[config.mk]
export PLATFORM = sky130hd
export DESIGN_NAME = ultrasonic_ranger_servo_sweep_timer
export DESIGN_NICKNAME = d
export VERILOG_FILES = /design/src/design/usst_pkg.sv /design/src/design/ultrasonic_ranger_servo_sweep_timer.sv
export SDC_FILE = /design/constraint.sdc
export NUM_CORES = 1
export LEC_CHECK = 0
export BUFFER_PORTS_ARGS = -buffer_cell sky130_fd_sc_hd__buf_2
export CORE_MARGIN = 5
export CORE_UTILIZATION = 33
export CTS_BUF_LIST = sky130_fd_sc_hd__clkbuf_16
export CTS_CLUSTER_DIAMETER = 120
export DETAILED_ROUTE_END_ITERATION = 16
export GPL_TIMING_DRIVEN = 0
export PLACE_DENSITY = 0.6
export SKIP_LAST_GASP = 1
export SYNTH_ARGS = -nofsm -noshare
export SYNTH_HDL_FRONTEND = slang
export SYNTH_SLANG_ARGS = --single-unit
[constraint.sdc]
create_clock -name clk -period 7.8 [get_ports clk]
set_input_delay 0.39 -clock clk [delete_from_list [all_inputs] [get_ports clk]]
set_output_delay 0.39 -clock clk [all_outputs]
set_load 0.1 [all_outputs]
[src/design/usst_pkg.sv]
// Shared types, register codes and arithmetic helpers for the ranger/servo timer.
// No dependencies; imported by ultrasonic_ranger_servo_sweep_timer.
package usst_pkg;

    localparam int MS_PER_SEC  = 1000;
    localparam int SEC_PER_MIN = 60;
    localparam int US_MAX      = 999;

    // floor(y/29) = (y * DIV29_MUL) >> DIV29_SHIFT, exact for y < 2^19
    localparam int DIV29_MUL   = 578525;
    localparam int DIV29_SHIFT = 24;

    localparam int CFG_IDX_W   = 3;
    localparam int CFG_DATA_W  = 15;

    localparam logic [CFG_IDX_W-1:0] CFG_TRIG_HIGH  = 3'd0;
    localparam logic [CFG_IDX_W-1:0] CFG_TRIG_LOW   = 3'd1;
    localparam logic [CFG_IDX_W-1:0] CFG_SERVO_INTV = 3'd2;
    localparam logic [CFG_IDX_W-1:0] CFG_SERVO_STEP = 3'd3;
    localparam logic [CFG_IDX_W-1:0] CFG_SERVO_MIN  = 3'd4;
    localparam logic [CFG_IDX_W-1:0] CFG_SERVO_SPAN = 3'd5;

    localparam logic CMD_TICK = 1'b0;
    localparam logic CMD_ECHO = 1'b1;

    typedef struct packed {
        logic [5:0] sec;
        logic [9:0] ms;
    } tstamp_t;

    // now + dur ms, ms wrapping at 1000 into seconds, seconds wrapping at 60
    function automatic tstamp_t sched_after(logic [5:0] sec, logic [9:0] ms, logic [9:0] dur);
        logic [10:0] total;
        logic [6:0]  s;
        tstamp_t     r;
        total = {1'b0, ms} + {1'b0, dur};
        s     = {1'b0, sec};
        if (total >= 11'(2 * MS_PER_SEC))
        begin
            total = total - 11'(2 * MS_PER_SEC);
            s     = s + 7'd2;
        end
        else if (total >= 11'(MS_PER_SEC))
        begin
            total = total - 11'(MS_PER_SEC);
            s     = s + 7'd1;
        end
        if (s >= 7'(SEC_PER_MIN))
        begin
            s = s - 7'(SEC_PER_MIN);
        end
        r.sec = s[5:0];
        r.ms  = total[9:0];
        return r;
    endfunction

    // elapsed microseconds between two (ms, us) stamps, with borrow
    function automatic logic [19:0] echo_us(logic [9:0] s_ms, logic [9:0] s_us,
                                            logic [9:0] e_ms, logic [9:0] e_us);
        logic [10:0] d_ms;
        logic [10:0] d_us;
        if (e_ms >= s_ms)
        begin
            d_ms = {1'b0, e_ms} - {1'b0, s_ms};
        end
        else
        begin
            d_ms = 11'(MS_PER_SEC) - {1'b0, s_ms} + {1'b0, e_ms};
        end
        if (e_us >= s_us)
        begin
            d_us = {1'b0, e_us} - {1'b0, s_us};
        end
        else
        begin
            d_us = 11'(MS_PER_SEC) - {1'b0, s_us} + {1'b0, e_us};
            if (d_ms != 11'd0)
            begin
                d_ms = d_ms - 11'd1;
            end
        end
        return 20'(20'(d_ms) * 20'(MS_PER_SEC)) + 20'(d_us);
    endfunction

    // x / 58 = (x >> 1) / 29
    function automatic logic [14:0] div58(logic [19:0] x);
        logic [38:0] prod;
        prod = 39'(x[19:1]) * 39'(DIV29_MUL);
        return prod[DIV29_SHIFT+14:DIV29_SHIFT];
    endfunction

endpackage

[src/design/ultrasonic_ranger_servo_sweep_timer.sv]
// Ultrasonic ranger trigger scheduler, servo sweep and echo distance timer.
// Depends on usst_pkg (types, register codes, schedule/echo/divide helpers).
//
// Usage:
//   Item channel (item_valid/item_stall, cmd, capture_us): cmd = tick advances
//   the sec/ms clock by one ms and fires the trigger and servo schedules; cmd =
//   echo records an echo edge, the closing edge of each pair finishing a distance.
//   Result channel (result_valid/result_stall): one word per item with the
//   trigger level, servo compare, last distance and a new-distance flag.
//   Config channel (cfg_valid/cfg_ready, cfg_index, cfg_data): cfg_ready is
//   always high; write only while no items are in flight.
// Timing:
//   One item per cycle while result_stall is low: schedule and sweep updates
//   plus echo-time subtraction settle in the first stage, the divide by 58
//   (reciprocal multiply) in the second, both registered before result_valid.
// Reset (rst_n low, async): clock 00:000, first trigger rise at ms 60, first
//   servo update at ms 20, config registers to their defaults, pipeline empty.
// Stall: a stalled result holds in the output register; one more item can be
//   taken into the first stage, after which item_stall rises until it drains.
module ultrasonic_ranger_servo_sweep_timer
    import usst_pkg::*;
(
    input  logic                  clk,
    input  logic                  rst_n,

    input  logic                  item_valid,
    output logic                  item_stall,
    input  logic                  cmd,
    input  logic [9:0]            capture_us,

    output logic                  result_valid,
    input  logic                  result_stall,
    output logic                  trig_level,
    output logic [15:0]           servo_compare,
    output logic [14:0]           distance_cm,
    output logic                  distance_new,

    input  logic                  cfg_valid,
    output logic                  cfg_ready,
    input  logic [CFG_IDX_W-1:0]  cfg_index,
    input  logic [CFG_DATA_W-1:0] cfg_data
);

    // ---------------- configuration ----------------
    logic [9:0]  trig_high_reg;
    logic [9:0]  trig_low_reg;
    logic [9:0]  servo_intv_reg;
    logic [10:0] servo_step_reg;
    logic [14:0] servo_min_reg;
    logic [14:0] servo_span_reg;

    // ---------------- block state ----------------
    logic [9:0]  clock_ms_reg,   clock_ms_next;
    logic [5:0]  clock_sec_reg,  clock_sec_next;
    tstamp_t     rise_time_reg,  rise_time_next;
    tstamp_t     fall_time_reg,  fall_time_next;
    logic        fall_armed_reg, fall_armed_next;
    tstamp_t     servo_time_reg, servo_time_next;
    logic [14:0] servo_pos_reg,  servo_pos_next;
    logic        servo_dir_reg,  servo_dir_next;
    logic [15:0] servo_width_reg, servo_width_next;
    logic        trig_reg,       trig_next;
    logic        edge_idx_reg,   edge_idx_next;
    logic [19:0] first_edge_reg;
    logic [14:0] distance_reg;

    // ---------------- pipeline ----------------
    logic        s1_valid_reg, s1_valid_next;
    logic        s1_trig_reg;
    logic [15:0] s1_servo_reg;
    logic        s1_fresh_reg;
    logic [19:0] s1_echo_us_reg;

    logic        result_valid_reg, result_valid_next;
    logic        trig_level_reg;
    logic [15:0] servo_compare_reg;
    logic [14:0] distance_cm_reg;
    logic        distance_new_reg;

    logic        item_accept;
    logic        out_load;
    logic        cfg_write;

    // ---------------- first stage combinational ----------------
    tstamp_t     now;
    tstamp_t     sched_high;
    tstamp_t     sched_low;
    tstamp_t     sched_servo;
    tstamp_t     fall_eff;
    logic        rise_hit;
    logic        fall_hit;
    logic        servo_hit;
    logic [9:0]  cap_sat;
    logic [14:0] pos_base;
    logic [15:0] pos_sum;
    logic [15:0] width_up;
    logic [15:0] width_dn;
    logic        fresh;
    logic [19:0] echo_us_val;
    logic [14:0] dist_q;
    logic [14:0] dist_out;

    assign cfg_ready    = 1'b1;
    assign cfg_write    = cfg_valid & cfg_ready;

    // second stage frees up when output is empty or being taken
    assign out_load     = s1_valid_reg & ~(result_valid_reg & result_stall);
    assign item_stall   = s1_valid_reg & result_valid_reg & result_stall;
    assign item_accept  = item_valid & ~item_stall;

    always_comb
    begin
        // clock advance (tick only)
        if (clock_ms_reg >= 10'(MS_PER_SEC - 1))
        begin
            clock_ms_next  = 10'd0;
            clock_sec_next = (clock_sec_reg >= 6'(SEC_PER_MIN - 1)) ? 6'd0
                                                                    : clock_sec_reg + 6'd1;
        end
        else
        begin
            clock_ms_next  = clock_ms_reg + 10'd1;
            clock_sec_next = clock_sec_reg;
        end
        now.sec = clock_sec_next;
        now.ms  = clock_ms_next;

        sched_high  = sched_after(now.sec, now.ms, trig_high_reg);
        sched_low   = sched_after(now.sec, now.ms, trig_low_reg);
        sched_servo = sched_after(now.sec, now.ms, servo_intv_reg);

        // rise, then fall against the freshly scheduled fall time
        rise_hit = (now == rise_time_reg);
        fall_eff = rise_hit ? sched_high : fall_time_reg;
        fall_hit = (fall_armed_reg | rise_hit) & (now == fall_eff);
        servo_hit = (now == servo_time_reg);

        // sweep: restart and reverse on reaching the span, then step, clamp
        width_up = 16'(servo_min_reg) + 16'(servo_pos_reg);
        width_dn = 16'(servo_min_reg) + 16'(servo_span_reg) - 16'(servo_pos_reg);
        pos_base = (servo_pos_reg == servo_span_reg) ? 15'd0 : servo_pos_reg;
        pos_sum  = 16'(pos_base) + 16'(servo_step_reg);

        cap_sat     = (capture_us > 10'(US_MAX)) ? 10'(US_MAX) : capture_us;
        echo_us_val = echo_us(first_edge_reg[19:10], first_edge_reg[9:0],
                              clock_ms_reg, cap_sat);

        clock_ms_next   = (cmd == CMD_TICK) ? clock_ms_next : clock_ms_reg;
        clock_sec_next  = (cmd == CMD_TICK) ? clock_sec_next : clock_sec_reg;
        rise_time_next  = rise_time_reg;
        fall_time_next  = fall_time_reg;
        fall_armed_next = fall_armed_reg;
        servo_time_next = servo_time_reg;
        servo_pos_next  = servo_pos_reg;
        servo_dir_next  = servo_dir_reg;
        servo_width_next = servo_width_reg;
        trig_next       = trig_reg;
        edge_idx_next   = edge_idx_reg;
        fresh           = 1'b0;

        if (item_accept)
        begin
            unique case (cmd)
                CMD_TICK:
                begin
                    fall_time_next  = fall_eff;
                    fall_armed_next = fall_armed_reg | rise_hit;
                    if (fall_hit)
                    begin
                        trig_next      = 1'b0;
                        rise_time_next = sched_low;
                    end
                    else if (rise_hit)
                    begin
                        trig_next = 1'b1;
                    end
                    if (servo_hit)
                    begin
                        servo_width_next = servo_dir_reg ? width_dn : width_up;
                        if (servo_pos_reg == servo_span_reg)
                        begin
                            servo_dir_next = ~servo_dir_reg;
                        end
                        servo_pos_next  = (pos_sum > 16'(servo_span_reg)) ? servo_span_reg
                                                                          : pos_sum[14:0];
                        servo_time_next = sched_servo;
                    end
                end
                CMD_ECHO:
                begin
                    edge_idx_next = ~edge_idx_reg;
                    fresh         = edge_idx_reg;
                end
                default:
                begin
                end
            endcase
        end
        else if (cfg_write && cfg_index == CFG_SERVO_SPAN)
        begin
            // new span clamps the current position
            if (servo_pos_reg > cfg_data)
            begin
                servo_pos_next = cfg_data;
            end
        end
    end

    // second stage: divide by 58, distance hold
    assign dist_q   = div58(s1_echo_us_reg);
    assign dist_out = s1_fresh_reg ? dist_q : distance_reg;

    always_comb
    begin
        s1_valid_next = s1_valid_reg;
        if (item_accept)
        begin
            s1_valid_next = 1'b1;
        end
        else if (out_load)
        begin
            s1_valid_next = 1'b0;
        end

        result_valid_next = result_valid_reg;
        if (out_load)
        begin
            result_valid_next = 1'b1;
        end
        else if (!result_stall)
        begin
            result_valid_next = 1'b0;
        end
    end

    // configuration registers
    always_ff @(posedge clk or negedge rst_n)
    begin
        if (!rst_n)
        begin
            trig_high_reg  <= 10'd10;
            trig_low_reg   <= 10'd60;
            servo_intv_reg <= 10'd10;
            servo_step_reg <= 11'd5;
            servo_min_reg  <= 15'd500;
            servo_span_reg <= 15'd2000;
        end
        else if (cfg_write)
        begin
            unique case (cfg_index)
                CFG_TRIG_HIGH:  trig_high_reg  <= cfg_data[9:0];
                CFG_TRIG_LOW:   trig_low_reg   <= cfg_data[9:0];
                CFG_SERVO_INTV: servo_intv_reg <= cfg_data[9:0];
                CFG_SERVO_STEP: servo_step_reg <= cfg_data[10:0];
                CFG_SERVO_MIN:  servo_min_reg  <= cfg_data;
                CFG_SERVO_SPAN: servo_span_reg <= cfg_data;
                default:
                begin
                end
            endcase
        end
    end

    // block state and pipeline control
    always_ff @(posedge clk or negedge rst_n)
    begin
        if (!rst_n)
        begin
            clock_ms_reg     <= 10'd0;
            clock_sec_reg    <= 6'd0;
            rise_time_reg    <= '{sec: 6'd0, ms: 10'd60};
            fall_time_reg    <= '0;
            fall_armed_reg   <= 1'b0;
            servo_time_reg   <= '{sec: 6'd0, ms: 10'd20};
            servo_pos_reg    <= 15'd0;
            servo_dir_reg    <= 1'b0;
            servo_width_reg  <= 16'd0;
            trig_reg         <= 1'b0;
            edge_idx_reg     <= 1'b0;
            distance_reg     <= 15'd0;
            s1_valid_reg     <= 1'b0;
            result_valid_reg <= 1'b0;
        end
        else
        begin
            if (item_accept)
            begin
                clock_ms_reg  <= clock_ms_next;
                clock_sec_reg <= clock_sec_next;
            end
            rise_time_reg    <= rise_time_next;
            fall_time_reg    <= fall_time_next;
            fall_armed_reg   <= fall_armed_next;
            servo_time_reg   <= servo_time_next;
            servo_pos_reg    <= servo_pos_next;
            servo_dir_reg    <= servo_dir_next;
            servo_width_reg  <= servo_width_next;
            trig_reg         <= trig_next;
            edge_idx_reg     <= edge_idx_next;
            if (out_load && s1_fresh_reg)
            begin
                distance_reg <= dist_q;
            end
            s1_valid_reg     <= s1_valid_next;
            result_valid_reg <= result_valid_next;
        end
    end

    // payload registers
    always_ff @(posedge clk)
    begin
        if (item_accept)
        begin
            s1_trig_reg    <= trig_next;
            s1_servo_reg   <= servo_width_next;
            s1_fresh_reg   <= fresh;
            s1_echo_us_reg <= echo_us_val;
            if (cmd == CMD_ECHO && !edge_idx_reg)
            begin
                first_edge_reg <= {clock_ms_reg, cap_sat};
            end
        end
        if (out_load)
        begin
            trig_level_reg    <= s1_trig_reg;
            servo_compare_reg <= s1_servo_reg;
            distance_cm_reg   <= dist_out;
            distance_new_reg  <= s1_fresh_reg;
        end
    end

    assign result_valid  = result_valid_reg;
    assign trig_level    = trig_level_reg;
    assign servo_compare = servo_compare_reg;
    assign distance_cm   = distance_cm_reg;
    assign distance_new  = distance_new_reg;

    // ---------------- checks ----------------
    a_clock_range: assert property (@(posedge clk) disable iff (!rst_n)
        clock_ms_reg < 10'(MS_PER_SEC) && clock_sec_reg < 6'(SEC_PER_MIN))
        else $error("clock out of range");

    a_pos_in_span: assert property (@(posedge clk) disable iff (!rst_n)
        servo_pos_reg <= servo_span_reg)
        else $error("servo position beyond span");

    a_fresh_matches: assert property (@(posedge clk) disable iff (!rst_n)
        result_valid_reg && distance_new_reg |-> distance_cm_reg == distance_reg)
        else $error("fresh distance differs from held distance");

    a_s1_holds: assert property (@(posedge clk) disable iff (!rst_n)
        s1_valid_reg && result_valid_reg && result_stall |=> s1_valid_reg)
        else $error("first stage dropped a word under stall");

endmodule
==> results.ini <==
[cts]
cts-buffers-inserted=35
cts_tree=yes
clk-insertion-delay-late_ns=0.58
htreeDepth=2
cts_sinks=277
cts_buffer_depth=3
root_buffer=clkbuf_16
clk_pin_slew_ns=0.06

[sta]
finalCritPeriodShare=1.00
setup_slack_ns=-0.0200
clock_skew_ns=0.0348
finalCriticalPeriod_ns=7.82
rsz0062_at_grt=true
slew_headroom=0.273
drv_slew=0
setup_viol_count_final=1
tightestPinTransition_ns=1.09
hold_viol=0
tns_ns=-0.0200
hold_ws_ns=0.0435
fmax_mhz=128

[run]
cap_violations=0

[yosys]
synth_cells=3093
syn_avg_cell_area_um2=9.58
netlist_top_cells_count=inv_1 (489), ha_1 (399), fa_1 (205), nand2_1 (205), o21ai_0 (181)
netlist.area_leader.share=0.169
synth_seq_area_share=0.250
ys_types=112
yosys_warnings=0
synth_most_common_cell=inv_1
synthesis.nets=3731
netlist_area_um2=29600
synthFlopType=dfrtp_1
synth_area_leaders=ha_1 (17%), fa_1 (14%), dfrtp_1 (13%), edfxtp_1 (9.1%), inv_1 (6.2%)
ys_ff_latch=277
synth_enable_flop_cells=90
synthArstFlopShare=0.675
synth_top_cell_by_area=ha_1

[die]
die_w_um=310
core_um2=88800
ios=70
dieArea_um2=95800
initial_core_util=0.334
rows=109
dieHeight_um=310

[critical_path]
worstPathMaxFanout=8
startpoint_type=register
crit_top_cell=inv_2
endpoint_kind=register
cp_data_required_time_ns=8.10
max_stage_delay_ns=0.51
slowest_stage=fa_1
critPathKind=register to register
arrival_ns=8.12

[outcome]
violations=negative setup slack
status=finished, violations left

[detailed_routing]
ant_nets=0
drtIter0Drc=1167
wl_per_cell_um=17.4
firstDrtPassIters=5
routed_wl_um=77900
avgViaCountPerCell=5.01
drc=0
routed-via-count=22400

[global_routing]
grt_pass1_wl_um=123000
grt_max_degree=89
grt_pass1_vias=22500
antenna_found_initial=7
grt_overflow=0
grt_use_total=0.160

[finish]
area_delta_synth_final_pct=15.1
fin_util=0.384
final_cell_area_um2=34100
drive_gt1_frac=0.159
largest_reg_flops=20
nets=3909

[placement]
dpl-instance-area_um2=31700
dp_hpwl_um=61300
place_congestion=0.898
io_buffers=68

[hold_path]
hold_path.class=input pin to register

## metrics by stage
step / instances / worst slack, ns
final: 4467 / -0.0200
after global routing: 4463 / -0.326
after CTS: 4433 / -0.00643
after detailed placement: 4331 / -1.08
after global placement: 4326 / -1.12
after floorplan: 3093 / 0.00633
## worst max-delay path: cells and delay by family (launching register included)
kind	cells	cell delay, ns
adders and majority gates	7	2.82
AOI/OAI and AO/OA	10	2.04
and+or+nand+nor	6	0.94
buffers and inverters	8	0.68
xor gates and xnor gates	4	0.67
DFF	1	0.38
## repair_timing
item | CTS | global route
gates resized for setup | 85 | 66
setup buffers | 39 | 32
hold buffers | 1 | 0
endpoints found under the setup margin | 33 | 34
hold endpoints to repair | 35 | 0
pin swaps | 62 | 38
## cell families (layout without fill, tap and decap cells)
family / count (synthesis) / after routing / share of synthesized area
XOR/XNOR: 211 / 211 / 0.0637
flip-flops: 277 / 277 / 0.250
buffers and inverters: 572 / 777 / 0.0743
adder cells (fa/ha/maj): 606 / 606 / 0.308
multiplexers: 134 / 134 / 0.0511
AND/OR/NAND/NOR: 694 / 694 / 0.117
other: 1 / 5 / 0.000127
AO/OA/AOI/OAI: 598 / 598 / 0.136
## cells in the final DEF, fill, tap and decap left out, types with 29 or more instances in the layout
| master | n |
|---|---|
| xor2_1 | 49 |
| inv_1 | 480 |
| edfxtp_1 | 90 |
| clkbuf_1 | 53 |
| mux2_2 | 94 |
| a21o_1 | 47 |
| buf_4 | 70 |
| dfrtp_1 | 154 |
| nand2_1 | 204 |
| fa_1 | 203 |
| xnor2_1 | 146 |
| a21oi_1 | 103 |
| buf_2 | 75 |
| clkbuf_16 | 36 |
| nor3_1 | 41 |
| ha_1 | 386 |
| o21ai_0 | 168 |
| mux2i_1 | 29 |
| nor2_1 | 150 |
| nand3_1 | 45 |
## final cells by class
type,instances,area [um2]
fill,8808,54700
clock inverter,28,278
tap,1165,1460
inverter,492,1850
clock buffer,36,901
antenna,4,10.0
timing repair buffer,144,991
multi-input combinational,2244,20800
sequential,277,7420
buffer,77,375
## path summary, 6_finish.rpt
kind                               startpoint            endpoint  slack, ns  depth (start not counted)
setup / recovery           first_edge_reg[11]  s1_echo_us_reg[19]      -0.02                         35
hold reg to reg               s1_servo_reg[2]    servo_compare[2]       0.42                          0
setup reg to reg           first_edge_reg[11]  s1_echo_us_reg[19]      -0.02                         35
hold / removal                     item_valid        s1_valid_reg       0.04                          2
max in group asynchronous               rst_n    servo_min_reg[8]       6.35                          4
min in group asynchronous               rst_n    rise_time_reg[0]       0.28                          2
## layer usage
metal | part of all wire | global-route usage | wire (um)
met5 | 0.00026 | 0 | 20
met4 | 0.028 | 0.0453 | 2200
met3 | 0.050 | 0.0287 | 3930
met2 | 0.46 | 0.265 | 35900
met1 | 0.46 | 0.217 | 35900
Power is not shown: default switching activity piles up to over one toggle a cycle in this logic, so the estimate is an artifact.
